### src/rtl/line_tracking_pd_steering_macros.svh
// ---------------------------------------------------------------------------
// Line tracking PD steering: assertion macros
// Shared concurrent checks, clocked on clk and held off while rst_n is low.
// ---------------------------------------------------------------------------
`ifndef LINE_TRACKING_PD_STEERING_MACROS_SVH
`define LINE_TRACKING_PD_STEERING_MACROS_SVH

// same-cycle implication
`define LPS_ASSERT_IMPLY(lbl, ante, cons, msg) \
  lbl: assert property (@(posedge clk) disable iff (!rst_n) (ante) |-> (cons)) \
    else $error(msg);

// next-cycle implication
`define LPS_ASSERT_NEXT(lbl, ante, cons, msg) \
  lbl: assert property (@(posedge clk) disable iff (!rst_n) (ante) |=> (cons)) \
    else $error(msg);

`endif

### src/rtl/lps_pkg.sv
// ---------------------------------------------------------------------------
// Line tracking PD steering: package
// Types, register map, sequencer states and arithmetic helpers.
// ---------------------------------------------------------------------------
package lps_pkg;

  localparam int MASK_W  = 8;
  localparam int SPEED_W = 16;
  localparam int POS_W   = 12;
  localparam int CFG_W   = 15;
  localparam int IDX_W   = 3;
  localparam int NUM_W   = 12;   // centroid dividend bits
  localparam int DIFF_W  = 13;
  localparam int MA_W    = 16;
  localparam int PROD_W  = MA_W + DIFF_W;
  localparam int ACC_W   = 28;
  localparam int SUM_W   = 34;

  localparam logic [MASK_W-1:0] ALL_BLACK  = 8'hFF;
  localparam logic [MASK_W-1:0] LANE_OUTER = 8'h1F;
  localparam logic [MASK_W-1:0] LANE_INNER = 8'hF8;
  localparam logic [3:0]        LANE_MIN_COUNT = 4'd3;

  localparam logic signed [3:0] SENSOR_WEIGHT [MASK_W] = '{
    -4'sd4, -4'sd3, -4'sd2, -4'sd1, 4'sd1, 4'sd2, 4'sd3, 4'sd4
  };

  localparam logic signed [13:0] FAST_POS_THRESHOLD  = 14'sd512;
  localparam logic signed [13:0] FAST_JUMP_THRESHOLD = 14'sd205;
  localparam logic signed [15:0] CURVE_SPEED_FLOOR   = 16'sd12;
  localparam logic [8:0]         WEIGHT_ONE          = 9'd256;
  localparam logic signed [SUM_W-1:0] RND_POS = 34'sd128;
  localparam logic signed [SUM_W-1:0] RND_NEG = 34'sd127;
  localparam logic signed [POS_W-1:0] POS_MAX = 12'sd1024;
  localparam logic signed [POS_W-1:0] POS_MIN = -12'sd1024;

  typedef enum logic [IDX_W-1:0] {
    REG_PROP_GAIN, REG_DERIV_GAIN, REG_DEAD_ZONE, REG_DRIVE_LIMIT,
    REG_FAST_WEIGHT, REG_SLOW_WEIGHT, REG_CURVE_GAIN, REG_LANE_SELECT
  } reg_idx_t;

  typedef enum logic [1:0] {
    ST_FOUND, ST_ALL_BLACK, ST_BRANCH, ST_LOST
  } status_t;

  typedef enum logic [4:0] {
    S_IDLE, S_DIV, S_RAW, S_DIFF, S_FMUL, S_FRND, S_FUPD, S_ERR,
    S_PMUL, S_DMUL, S_DSUM, S_CLAMP, S_CMUL, S_CSUM, S_CSAT,
    S_LSUM, S_LSAT, S_RSAT, S_OUT
  } state_t;

  typedef struct packed {
    logic [14:0] prop_gain;
    logic [14:0] deriv_gain;
    logic [10:0] dead_zone;
    logic [14:0] drive_limit;
    logic [8:0]  fast_weight;
    logic [8:0]  slow_weight;
    logic [14:0] curve_gain;
    logic        lane_select;
  } cfg_regs_t;

  localparam cfg_regs_t CFG_RESET = '{
    prop_gain:   15'd1792,
    deriv_gain:  15'd8960,
    dead_zone:   11'd154,
    drive_limit: 15'd100,
    fast_weight: 9'd179,
    slow_weight: 9'd64,
    curve_gain:  15'd640,
    lane_select: 1'b0
  };

  typedef struct packed {
    state_t st;
    logic   accept;
    logic   out_load;
    logic   in_ready;
  } ctrl_t;

  typedef struct packed {
    logic found_in;
    logic div_last;
    logic primed;
  } dp_flags_t;

  typedef struct packed {
    status_t                   status;
    logic signed [POS_W-1:0]   pos;
    logic signed [SPEED_W-1:0] left;
    logic signed [SPEED_W-1:0] right;
  } res_t;

  // divide by 65536 toward zero, saturate to int16
  function automatic logic signed [SPEED_W-1:0] tdiv_sat(input logic signed [SUM_W-1:0] v);
    logic signed [17:0] q;
    q = v[SUM_W-1:16];
    if (v[SUM_W-1] && (v[15:0] != '0)) q = q + 18'sd1;
    if (q > 18'sd32767) return 16'sh7FFF;
    if (q < -18'sd32768) return 16'sh8000;
    return q[SPEED_W-1:0];
  endfunction

  function automatic logic [8:0] weight_sat(input logic [8:0] w);
    return (w > WEIGHT_ONE) ? WEIGHT_ONE : w;
  endfunction

endpackage

### src/rtl/lps_cfg.sv
// ---------------------------------------------------------------------------
// Line tracking PD steering: configuration registers
// Indexed register file, written one word at a time, reset to defaults.
// ---------------------------------------------------------------------------
module lps_cfg (
  input  logic                      clk,
  input  logic                      rst_n,
  input  logic                      wr_en,
  input  logic [lps_pkg::IDX_W-1:0] wr_idx,
  input  logic [lps_pkg::CFG_W-1:0] wr_data,
  output lps_pkg::cfg_regs_t        regs
);
  import lps_pkg::*;

  cfg_regs_t regs_r;

  always_ff @(posedge clk) begin
    if (!rst_n) begin
      regs_r <= CFG_RESET;
    end else if (wr_en) begin
      case (reg_idx_t'(wr_idx))
        REG_PROP_GAIN:   regs_r.prop_gain   <= wr_data;
        REG_DERIV_GAIN:  regs_r.deriv_gain  <= wr_data;
        REG_DEAD_ZONE:   regs_r.dead_zone   <= wr_data[10:0];
        REG_DRIVE_LIMIT: regs_r.drive_limit <= wr_data;
        REG_FAST_WEIGHT: regs_r.fast_weight <= wr_data[8:0];
        REG_SLOW_WEIGHT: regs_r.slow_weight <= wr_data[8:0];
        REG_CURVE_GAIN:  regs_r.curve_gain  <= wr_data;
        REG_LANE_SELECT: regs_r.lane_select <= wr_data[0];
        default: regs_r <= regs_r;
      endcase
    end
  end

  assign regs = regs_r;

endmodule

### src/rtl/lps_seq.sv
// ---------------------------------------------------------------------------
// Line tracking PD steering: sequencer
// Steps the shared datapath through divide, filter, PD and speed stages.
// ---------------------------------------------------------------------------
module lps_seq (
  input  logic                clk,
  input  logic                rst_n,
  input  logic                in_valid,
  input  logic                out_free,
  input  lps_pkg::dp_flags_t  flags,
  output lps_pkg::ctrl_t      ctrl
);
  import lps_pkg::*;

  state_t state_r;
  state_t state_nxt;

  always_ff @(posedge clk) begin
    if (!rst_n) begin
      state_r <= S_IDLE;
    end else begin
      state_r <= state_nxt;
    end
  end

  always_comb begin
    state_nxt = state_r;
    case (state_r)
      S_IDLE:  if (in_valid) state_nxt = flags.found_in ? S_DIV : S_OUT;
      S_DIV:   if (flags.div_last) state_nxt = S_RAW;
      S_RAW:   state_nxt = S_DIFF;
      S_DIFF:  state_nxt = flags.primed ? S_FMUL : S_ERR;
      S_FMUL:  state_nxt = S_FRND;
      S_FRND:  state_nxt = S_FUPD;
      S_FUPD:  state_nxt = S_ERR;
      S_ERR:   state_nxt = S_PMUL;
      S_PMUL:  state_nxt = S_DMUL;
      S_DMUL:  state_nxt = S_DSUM;
      S_DSUM:  state_nxt = S_CLAMP;
      S_CLAMP: state_nxt = S_CMUL;
      S_CMUL:  state_nxt = S_CSUM;
      S_CSUM:  state_nxt = S_CSAT;
      S_CSAT:  state_nxt = S_LSUM;
      S_LSUM:  state_nxt = S_LSAT;
      S_LSAT:  state_nxt = S_RSAT;
      S_RSAT:  state_nxt = S_OUT;
      S_OUT:   if (out_free) state_nxt = S_IDLE;
      default: state_nxt = S_IDLE;
    endcase
  end

  always_comb begin
    ctrl.st       = state_r;
    ctrl.in_ready = 1'b0;
    ctrl.accept   = 1'b0;
    ctrl.out_load = 1'b0;
    case (state_r)
      S_IDLE: begin
        ctrl.in_ready = 1'b1;
        ctrl.accept   = in_valid;
      end
      S_OUT: begin
        ctrl.out_load = out_free;
      end
      default: begin
        ctrl.in_ready = 1'b0;
      end
    endcase
  end

endmodule

### src/rtl/lps_dp.sv
// ---------------------------------------------------------------------------
// Line tracking PD steering: datapath
// Scan classification, radix-2 centroid divider, and one shared multiplier
// and adder for the filter, PD law, curve slowdown and wheel speeds.
// ---------------------------------------------------------------------------
module lps_dp (
  input  logic                               clk,
  input  logic                               rst_n,
  input  lps_pkg::ctrl_t                     ctrl,
  input  logic [lps_pkg::MASK_W-1:0]         in_mask,
  input  logic signed [lps_pkg::SPEED_W-1:0] in_base,
  input  lps_pkg::cfg_regs_t                 cfg,
  output lps_pkg::dp_flags_t                 flags,
  output lps_pkg::res_t                      res
);
  import lps_pkg::*;

  // state
  logic signed [POS_W-1:0]   fpos_r;
  logic                      primed_r;
  logic signed [POS_W-1:0]   prev_r;
  logic [3:0]                divcnt_r;

  // working registers
  status_t                   status_r;
  logic signed [SPEED_W-1:0] base_r;
  logic [NUM_W-1:0]          num_r;
  logic [2:0]                rem_r;
  logic [2:0]                cnt_r;
  logic                      neg_r;
  logic signed [POS_W-1:0]   raw_r;
  logic signed [DIFF_W-1:0]  diff_r;
  logic signed [POS_W-1:0]   e_r;
  logic [10:0]               abs_r;
  logic signed [PROD_W-1:0]  prod_r;
  logic signed [ACC_W-1:0]   acc_r;
  logic signed [31:0]        d_r;
  logic signed [SUM_W-1:0]   sum_r;
  logic signed [SPEED_W-1:0] cb_r;
  logic signed [SPEED_W-1:0] left_r;
  logic signed [SPEED_W-1:0] right_r;

  // classification
  logic [3:0]                rc;
  logic [3:0]                cnt;
  logic signed [4:0]         wsum;
  logic [3:0]                awsum;
  logic [MASK_W-1:0]         lane;
  logic [MASK_W-1:0]         mm;
  logic                      all_black;
  status_t                   cls_status;

  always_comb begin
    rc   = '0;
    cnt  = '0;
    wsum = '0;
    for (int i = 0; i < MASK_W; i++) begin
      rc = rc + 4'(in_mask[i]);
    end
    lane = cfg.lane_select ? LANE_INNER : LANE_OUTER;
    mm   = (rc >= LANE_MIN_COUNT) ? (in_mask & lane) : in_mask;
    for (int i = 0; i < MASK_W; i++) begin
      if (mm[i]) begin
        cnt  = cnt + 4'd1;
        wsum = wsum + 5'(SENSOR_WEIGHT[i]);
      end
    end
    awsum     = wsum[4] ? 4'(-wsum) : wsum[3:0];
    all_black = (in_mask == ALL_BLACK);
    if (all_black) begin
      cls_status = ST_ALL_BLACK;
    end else if ((rc >= LANE_MIN_COUNT) && (mm == '0)) begin
      cls_status = ST_BRANCH;
    end else if (cnt == '0) begin
      cls_status = ST_LOST;
    end else begin
      cls_status = ST_FOUND;
    end
  end

  // divider step
  logic [3:0] div_try;
  logic       div_ge;

  assign div_try = {rem_r, num_r[NUM_W-1]};
  assign div_ge  = (div_try >= {1'b0, cnt_r});

  // shared adder
  logic signed [SUM_W-1:0] add_a;
  logic signed [SUM_W-1:0] add_b;
  logic                    add_sub;
  logic signed [SUM_W-1:0] add_y;

  assign add_y = add_sub ? (add_a - add_b) : (add_a + add_b);

  always_comb begin
    add_a   = '0;
    add_b   = '0;
    add_sub = 1'b0;
    case (ctrl.st)
      S_RAW: begin
        add_b   = SUM_W'(num_r);
        add_sub = neg_r;
      end
      S_DIFF: begin
        add_a   = SUM_W'(raw_r);
        add_b   = SUM_W'(fpos_r);
        add_sub = 1'b1;
      end
      S_FRND: begin
        add_a = SUM_W'(prod_r);
        add_b = prod_r[PROD_W-1] ? RND_NEG : RND_POS;
      end
      S_FUPD: begin
        add_a = SUM_W'(fpos_r);
        add_b = sum_r >>> 8;
      end
      S_PMUL: begin
        add_a   = SUM_W'(e_r);
        add_b   = SUM_W'(prev_r);
        add_sub = 1'b1;
      end
      S_DMUL: begin
        add_b   = SUM_W'(fpos_r);
        add_sub = fpos_r[POS_W-1];
      end
      S_DSUM: begin
        add_a = SUM_W'(acc_r);
        add_b = SUM_W'(prod_r);
      end
      S_CSUM: begin
        add_a   = {{2{base_r[SPEED_W-1]}}, base_r, 16'b0};
        add_b   = SUM_W'(prod_r);
        add_sub = 1'b1;
      end
      S_LSUM, S_LSAT: begin
        add_a   = {{2{cb_r[SPEED_W-1]}}, cb_r, 16'b0};
        add_b   = SUM_W'(d_r);
        add_sub = (ctrl.st == S_LSAT);
      end
      default: begin
        add_sub = 1'b0;
      end
    endcase
  end

  // shared multiplier
  logic signed [MA_W-1:0]   mul_a;
  logic signed [DIFF_W-1:0] mul_b;
  logic signed [PROD_W-1:0] mul_y;
  logic                     fast_sel;

  assign fast_sel = (raw_r >= FAST_POS_THRESHOLD) || (raw_r <= -FAST_POS_THRESHOLD) ||
                    (diff_r >= FAST_JUMP_THRESHOLD) || (diff_r <= -FAST_JUMP_THRESHOLD);
  assign mul_y = mul_a * mul_b;

  always_comb begin
    mul_a = '0;
    mul_b = '0;
    case (ctrl.st)
      S_FMUL: begin
        mul_a = $signed({7'b0, fast_sel ? weight_sat(cfg.fast_weight)
                                        : weight_sat(cfg.slow_weight)});
        mul_b = diff_r;
      end
      S_PMUL: begin
        mul_a = $signed({1'b0, cfg.prop_gain});
        mul_b = DIFF_W'(e_r);
      end
      S_DMUL: begin
        mul_a = $signed({1'b0, cfg.deriv_gain});
        mul_b = diff_r;
      end
      S_CMUL: begin
        mul_a = $signed({1'b0, cfg.curve_gain});
        mul_b = $signed({2'b0, abs_r});
      end
      default: begin
        mul_a = '0;
      end
    endcase
  end

  // deadband error
  logic signed [13:0]      p14;
  logic signed [13:0]      dz14;
  logic signed [13:0]      e14;

  always_comb begin
    p14  = 14'(fpos_r);
    dz14 = $signed({3'b0, cfg.dead_zone});
    if (p14 > dz14) begin
      e14 = dz14 - p14;
    end else if (p14 < -dz14) begin
      e14 = -(p14 + dz14);
    end else begin
      e14 = '0;
    end
  end

  // drive clamp and curve floor
  logic signed [31:0]         lim;
  logic signed [SPEED_W-1:0]  neg_dl;
  logic signed [31:0]         nlim;
  logic signed [SPEED_W-1:0]  cb_sat;
  logic signed [SPEED_W-1:0]  min_cb;

  assign lim    = $signed({1'b0, cfg.drive_limit, 16'b0});
  assign neg_dl = 16'sd0 - $signed({1'b0, cfg.drive_limit});
  assign nlim   = {neg_dl, 16'b0};
  assign cb_sat = tdiv_sat(sum_r);
  assign min_cb = (base_r < CURVE_SPEED_FLOOR) ? base_r : CURVE_SPEED_FLOOR;

  always_ff @(posedge clk) begin
    if (!rst_n) begin
      fpos_r   <= '0;
      primed_r <= 1'b0;
      prev_r   <= '0;
      divcnt_r <= '0;
    end else begin
      case (ctrl.st)
        S_IDLE: begin
          divcnt_r <= '0;
          if (ctrl.accept && all_black) prev_r <= '0;
        end
        S_DIV: begin
          divcnt_r <= divcnt_r + 4'd1;
        end
        S_DIFF: begin
          if (!primed_r) begin
            fpos_r   <= raw_r;
            primed_r <= 1'b1;
          end
        end
        S_FUPD: begin
          fpos_r <= add_y[POS_W-1:0];
        end
        S_DMUL: begin
          prev_r <= e_r;
        end
        default: begin
          divcnt_r <= divcnt_r;
        end
      endcase
    end
  end

  always_ff @(posedge clk) begin
    case (ctrl.st)
      S_IDLE: begin
        if (ctrl.accept) begin
          base_r   <= in_base;
          left_r   <= in_base;
          right_r  <= in_base;
          status_r <= cls_status;
          num_r    <= {awsum, 6'b0, cnt[2:1]};
          rem_r    <= '0;
          neg_r    <= wsum[4];
          cnt_r    <= cnt[2:0];
        end
      end
      S_DIV: begin
        rem_r <= div_ge ? 3'(div_try - {1'b0, cnt_r}) : div_try[2:0];
        num_r <= {num_r[NUM_W-2:0], div_ge};
      end
      S_RAW:   raw_r  <= add_y[POS_W-1:0];
      S_DIFF:  diff_r <= add_y[DIFF_W-1:0];
      S_FMUL:  prod_r <= mul_y;
      S_FRND:  sum_r  <= add_y;
      S_ERR:   e_r    <= e14[POS_W-1:0];
      S_PMUL: begin
        acc_r  <= mul_y[ACC_W-1:0];
        diff_r <= add_y[DIFF_W-1:0];
      end
      S_DMUL: begin
        prod_r <= mul_y;
        abs_r  <= add_y[10:0];
      end
      S_DSUM:  acc_r <= add_y[ACC_W-1:0];
      S_CLAMP: begin
        if (acc_r > lim) begin
          d_r <= lim;
        end else if (acc_r < nlim) begin
          d_r <= nlim;
        end else begin
          d_r <= 32'(acc_r);
        end
      end
      S_CMUL:  prod_r <= mul_y;
      S_CSUM:  sum_r  <= add_y;
      S_CSAT:  cb_r   <= (cb_sat < min_cb) ? min_cb : cb_sat;
      S_LSUM:  sum_r  <= add_y;
      S_LSAT: begin
        left_r <= tdiv_sat(sum_r);
        sum_r  <= add_y;
      end
      S_RSAT:  right_r <= tdiv_sat(sum_r);
      default: begin
        rem_r <= rem_r;
      end
    endcase
  end

  assign flags.found_in = (cls_status == ST_FOUND);
  assign flags.div_last = (divcnt_r == 4'(NUM_W - 1));
  assign flags.primed   = primed_r;

  assign res.status = status_r;
  assign res.pos    = fpos_r;
  assign res.left   = left_r;
  assign res.right  = right_r;

endmodule

### src/rtl/line_tracking_pd_steering.sv
// ---------------------------------------------------------------------------
// Line tracking PD steering: top level
// Eight-sensor line follower with adaptive position filter and PD steering.
// ---------------------------------------------------------------------------
// A scan is taken only while the sequencer is idle. A scan with a line found
// passes from acceptance through the bit-serial centroid divide and 16 steps
// through the one shared multiplier and adder before its result is loaded into
// the output register. The first found scan after reset loads the filter
// directly and skips the three filter update steps. All-black, branch-ignored
// and line-lost scans go from acceptance straight to the output load. The load
// waits while the output register still holds an unaccepted word. The output
// register holds a finished word while the next scan is accepted. No clearing
// pass after reset; configuration writes are taken every cycle.
`include "line_tracking_pd_steering_macros.svh"

module line_tracking_pd_steering (
  input  logic                      clk,
  input  logic                      rst_n,
  input  logic                      in_tvalid,
  output logic                      in_tready,
  input  logic [23:0]               in_tdata,   // sensor_mask[7:0], speed_cmd[23:8]
  output logic                      out_tvalid,
  input  logic                      out_tready,
  output logic [47:0]               out_tdata,  // line_position[11:0], left_speed[27:12],
                                                // right_speed[43:28], zero[47:44]
  output logic [1:0]                out_tuser,  // status[1:0]
  input  logic                      cfg_valid,
  output logic                      cfg_ready,
  input  logic [lps_pkg::IDX_W-1:0] cfg_index,
  input  logic [lps_pkg::CFG_W-1:0] cfg_data
);
  import lps_pkg::*;

  cfg_regs_t cfg;
  ctrl_t     ctrl;
  dp_flags_t flags;
  res_t      res;
  logic      out_free;

  logic      out_valid_r;
  res_t      out_res_r;

  assign cfg_ready = 1'b1;

  lps_cfg u_cfg (
    .clk     (clk),
    .rst_n   (rst_n),
    .wr_en   (cfg_valid),
    .wr_idx  (cfg_index),
    .wr_data (cfg_data),
    .regs    (cfg)
  );

  lps_seq u_seq (
    .clk      (clk),
    .rst_n    (rst_n),
    .in_valid (in_tvalid),
    .out_free (out_free),
    .flags    (flags),
    .ctrl     (ctrl)
  );

  lps_dp u_dp (
    .clk     (clk),
    .rst_n   (rst_n),
    .ctrl    (ctrl),
    .in_mask (in_tdata[7:0]),
    .in_base ($signed(in_tdata[23:8])),
    .cfg     (cfg),
    .flags   (flags),
    .res     (res)
  );

  assign out_free = !out_valid_r || out_tready;

  always_ff @(posedge clk) begin
    if (!rst_n) begin
      out_valid_r <= 1'b0;
    end else if (ctrl.out_load) begin
      out_valid_r <= 1'b1;
    end else if (out_tready) begin
      out_valid_r <= 1'b0;
    end
  end

  always_ff @(posedge clk) begin
    if (ctrl.out_load) begin
      out_res_r <= res;
    end
  end

  assign in_tready  = ctrl.in_ready;
  assign out_tvalid = out_valid_r;
  assign out_tuser  = out_res_r.status;
  assign out_tdata  = {4'b0, out_res_r.right, out_res_r.left, out_res_r.pos};

  `LPS_ASSERT_NEXT(a_busy_after_accept, in_tvalid && in_tready, !in_tready,
    "scan accepted while previous still in work")
  `LPS_ASSERT_NEXT(a_word_drains, out_tvalid && out_tready && !ctrl.out_load, !out_tvalid,
    "output word repeated")
  `LPS_ASSERT_IMPLY(a_load_free, ctrl.out_load, !out_valid_r || out_tready,
    "output word overwritten")
  `LPS_ASSERT_IMPLY(a_pos_range, out_tvalid,
    ($signed(out_tdata[11:0]) >= POS_MIN) && ($signed(out_tdata[11:0]) <= POS_MAX),
    "line position out of range")

endmodule

### config.mk
export PLATFORM = sky130hd
export DESIGN_NAME = line_tracking_pd_steering
export DESIGN_NICKNAME = d
export VERILOG_FILES = /design/src/rtl/lps_pkg.sv /design/src/rtl/lps_cfg.sv /design/src/rtl/lps_seq.sv /design/src/rtl/lps_dp.sv /design/src/rtl/line_tracking_pd_steering.sv
export VERILOG_INCLUDE_DIRS = /design/src /design/src/rtl
export SDC_FILE = /design/constraint.sdc
export NUM_CORES = 2
export LEC_CHECK = 0
export CORE_MARGIN = 3
export CORE_UTILIZATION = 38
export DETAILED_ROUTE_END_ITERATION = 7
export DONT_BUFFER_PORTS = 1
export PLACE_DENSITY = 0.56
export SYNTH_ARGS = -nofsm -noshare
export SYNTH_HDL_FRONTEND = slang
export SYNTH_SLANG_ARGS = --single-unit
### constraint.sdc
create_clock -name clk -period 12.04 [get_ports clk]
set_clock_uncertainty 0.05 [all_clocks]
set_input_delay 0 -clock clk [delete_from_list [all_inputs] [get_ports clk]]
set_output_delay 0 -clock clk [all_outputs]
set_load 0.01 [all_outputs]
==> impl_summary.md <==
Status
The flow ran to the end, but the final reports show violations. The final reports fail on DRC.

Power
The maximum ir drop on the vdd rail is 0.285 mV. Dividing total power by cell area gives a power density of about 250 nW/um^2. For this design the static power due to leakage is 14.7 nW.

Synthesis
Counting flops with a built-in enable in the synthesized netlist gives 302. The post-synthesis register bit count is between 400 and 500. The combinational family with the most area after synthesis is adder cells. Summing the areas of all xor and xnor instances in the mapped netlist gives 4.48% of the synthesized area.

The post-synthesis simple-gate area fraction is 16.8%. For this run, the leading register cell type out of synthesis is sky130_fd_sc_hd__edfxtp_1. The number of different library cells in the post-synthesis netlist is 91.

The cell area after technology mapping is 31600 um^2. Counting flops with an async set or reset pin after synthesis yields a share of 0%. Synthesis produced 3339 cells. Summing the sequential cell areas from Yosys gives between 30 and 40% of the chip area. The synthesized netlist devotes roughly a fifth of its cell area to adder and majority cells. Multiplexer cells account for between 1.5 and 2% of the synthesized area.

The warning count from the yosys run is 0. The average cell area after synthesis is around 9.5 um^2. The synthesized netlist devotes 15.6% of its cell area to compound gates.

Detailed routing
The first TritonRoute pass finished after 8 iterations. The detail-routed via count per cell is about 5.6. The routed wirelength normalized by instance count is 21.8 um. For this block, the routed nets add up to 97500 um of wire. After detailed routing, the number of remaining DRC violations is 8. The final antenna-violating net count is 0. The first-iteration detailed-routing DRC count is 2494. The routed via count is about 25000.

Floorplanning
The die is 294 um wide. The initial core utilization is 38.5%. The die outline area is 86700 um^2. The die is 294 um tall.

The core region is 82200 um^2. 100 I/O pins were placed. The row count is 105.

Min path
The class of the worst hold path is in2reg.

Placed design
The wire-length estimate of the detail-placed layout is 73900 um. At the end of routability-driven placement, the weighted congestion stood at around 0.94. Buffers placed on the I/O ports in this run total 0.

Clocking
The buffer depth of the longest clock path is 3. CTS placed an instance of sky130_fd_sc_hd__clkbuf_16 at the clock tree root. The CTS sink count is 427. The clock tree from TritonCTS is built. The number of buffers inserted for hold repair after clock tree synthesis is 76. The H-tree was split into 2 levels. The clock-pin transition on the worst setup and hold timing paths is around 60 ps. The number of buffers created by CTS is 49. Buffers added to address setup during post-CTS repair amount to 0.

The insertion delay to the later sink of the worst-skew pair is 620 ps. After clock tree synthesis, the repair step resized 0 gates.

Critical path
The required time of the critical path is 12320 ps. The slowest cell on the critical path is sky130_fd_sc_hd__o21ai_0. The worst setup path is launched from a flop. The largest fanout on the critical path is 7. The dominant cell type by count on the critical path is sky130_fd_sc_hd__fa_1.

Data on the critical path arrives at its endpoint at 10040 ps. The sort of element at the end of the critical path is a flop. The kind of critical path is reg2reg.

The biggest cell delay along the critical path is between 900 and 1000 ps.

Final layout
The total of fill cells in the finished design is a little over 8000. The post-route netlist has 5.00% of its cells at a drive strength greater than 1. In the final layout, flip-flops and latches occupy around 12000 um^2. The footprint of the multi-input gates is ~18000 um^2. After the last flow step, the layout net total stands at between 3000 and 4000.

The library cell used most frequently in the layout, excluding fill and tap cells, is sky130_fd_sc_hd__nand2_1. The synthesis-to-finish area growth is 11.0%. The top cell types in the final layout, fill and taps aside, are 596 x sky130_fd_sc_hd__nand2_1, 302 x sky130_fd_sc_hd__edfxtp_1, 274 x sky130_fd_sc_hd__inv_1.

Timing
Timing would allow up to 0.102 GHz. Setup repair after global routing left no endpoint under its margin. The post-route fraction of the period consumed by the critical path is between 80% and 90%. The clock period minus worst slack is around 9800 ps. Setup violations remaining at the end of the flow were counted as 0. In this run the tightest slew margin relative to its limit is 13.9%. The transition time at the pin with the least slew margin is ~1300 ps. The max-slew violation total from the final report is 0. Hold timing on the final database bottoms out at a slack of 31.6 ps. The number of endpoints with negative hold slack in the final report came to 0. In the final timing run, aggregate negative setup slack is 0 ps.

GRT
The via count of the first global-routing pass is roughly 24000. The number of antenna violations at the first check in global routing is 4. The overflow left after global routing is 0. Across every metal layer, demand over resource in global routing totals 22.5%. The largest net degree at the start of global routing is between 100 and 150. The global-route wire length before repair is 151000 um.

Run
Max-cap violations in this run came to 0.
## worst max-delay path: cells and delay by family, from the launching register on
family | cells | cell delay, ps
and+or+nand+nor | 4 | 1190
muxes | 1 | 320
adders and majority gates | 7 | 3340
AOI/OAI and AO/OA | 12 | 3860
DFF | 1 | 420
xor gates and xnor gates | 1 | 160
buffers and inverters | 3 | 140
## layout make-up
cell class | instances | share of cell area, %
Clock buffer | 68 | 3.87
Multi-Input combinational cell | 2493 | 52.6
Sequential cell | 427 | 33.0
Antenna cell | 2 | 0.0143
Inverter | 276 | 2.95
Tap cell | 1070 | 3.81
Timing Repair Buffer | 110 | 2.94
Clock inverter | 23 | 0.862
## where the power goes
group | switching, W | internal, W
combinational | 0.00314 | 0.00162
clock | 0.000638 | 0.000903
sequential | 0.000228 | 0.00226
total | 0.00401 | 0.00478
## cells by family (layout without fill, tap and decap cells)
family | after synthesis | count (layout)
compound gates | 690 | 690
xor+xnor | 161 | 161
fa+ha+maj | 402 | 402
buf+inv | 422 | 477
flops | 427 | 427
mux | 52 | 52
other cells | 2 | 7
simple gates | 1183 | 1183
## state kept, by name, summed over array words and instances, names as in the netlist, 11 cells and up
register,flops
u_dp.e_r,12
u_dp.acc_r,28
u_dp.left_r,16
u_dp.prod_r,29
u_dp.right_r,16
u_dp.base_r,16
u_dp.fpos_r,12
u_dp.d_r,32
u_cfg.regs,90
u_dp.diff_r,13
u_dp.num_r,12
u_dp.abs_r,11
u_dp.cb_r,16
u_dp.raw_r,12
u_dp.sum_r,34
out_tdata,44
u_dp.prev_r,12
## synthesized netlist by cell type, drive strengths merged, types with 7 or more instances
library cell / number / share of area [%]
and3: 27 / 0.53
fa: 151 / 9.6
dfxtp: 125 / 7.9
and2: 51 / 1.0
o22ai: 14 / 0.28
nand3b: 7 / 0.17
o21a: 44 / 1.0
nor3: 46 / 0.79
a2bb2oi: 9 / 0.25
nor2b: 37 / 0.76
a21boi: 73 / 1.7
nand2b: 37 / 0.73
xor2: 55 / 1.5
o211ai: 26 / 0.62
clkbuf: 112 / 1.3
buf: 34 / 0.73
o21bai: 15 / 0.36
nor2: 213 / 2.5
a221oi: 14 / 0.39
a222oi: 52 / 1.6
a31oi: 16 / 0.32
ha: 251 / 9.9
a211oi: 11 / 0.26
nor4: 21 / 0.44
mux2: 12 / 0.43
a21oi: 123 / 2.0
nand3: 82 / 1.3
o21ai: 106 / 1.7
o211a: 15 / 0.47
a221o: 12 / 0.38
inv: 275 / 3.3
o31ai: 12 / 0.28
xnor2: 106 / 3.0
nand4: 18 / 0.36
or2: 13 / 0.26
nand2: 596 / 7.1
a21o: 34 / 0.81
a22oi: 55 / 1.3
edfxtp: 302 / 29
mux2i: 40 / 1.3
or3: 12 / 0.24
## path summary, 6_finish.rpt
check / startpoint / slack [ps] / end / cells after the start
worst max-delay path: u_dp.diff_r[11] / 2280 / u_dp.acc_r[26] / 28
worst min-delay path: in_tdata[15] / 30 / u_dp.base_r[7] / 1
worst max register to register: u_dp.diff_r[11] / 2280 / u_dp.acc_r[26] / 28
worst min register to register: u_dp.right_r[6] / 370 / out_tdata[34] / 0
## stage by stage
step / instance area [um^2] / setup WS, ps / utilization (%) / total power, W / std cells
2_1_floorplan: 31600 / 3680 / - / 0.00565 / 3342
5_1_grt: 35100 / 1670 / 42.7 / 0.00935 / 4467
4_1_cts: 35100 / 2360 / 42.7 / 0.00875 / 4467
3_5_place_dp: 32700 / 2410 / 39.7 / 0.00714 / 4300
6_report: 35100 / 2280 / 42.7 / 0.00879 / 4469
3_3_place_gp: 32700 / 2520 / 39.7 / 0.00712 / 4300
## per-layer routing
layer | global-route usage, % | up-vias | part of all wire [%]
li1 | - | 11800 | -
met1 | 31.0 | 12100 | 44
met2 | 35.4 | 856 | 45
met3 | 4.70 | 169 | 8.1
met4 | 7.29 | 4 | 3.3
met5 | 0 | - | 0.028
Note: power is estimated with default switching activity, not from simulation.
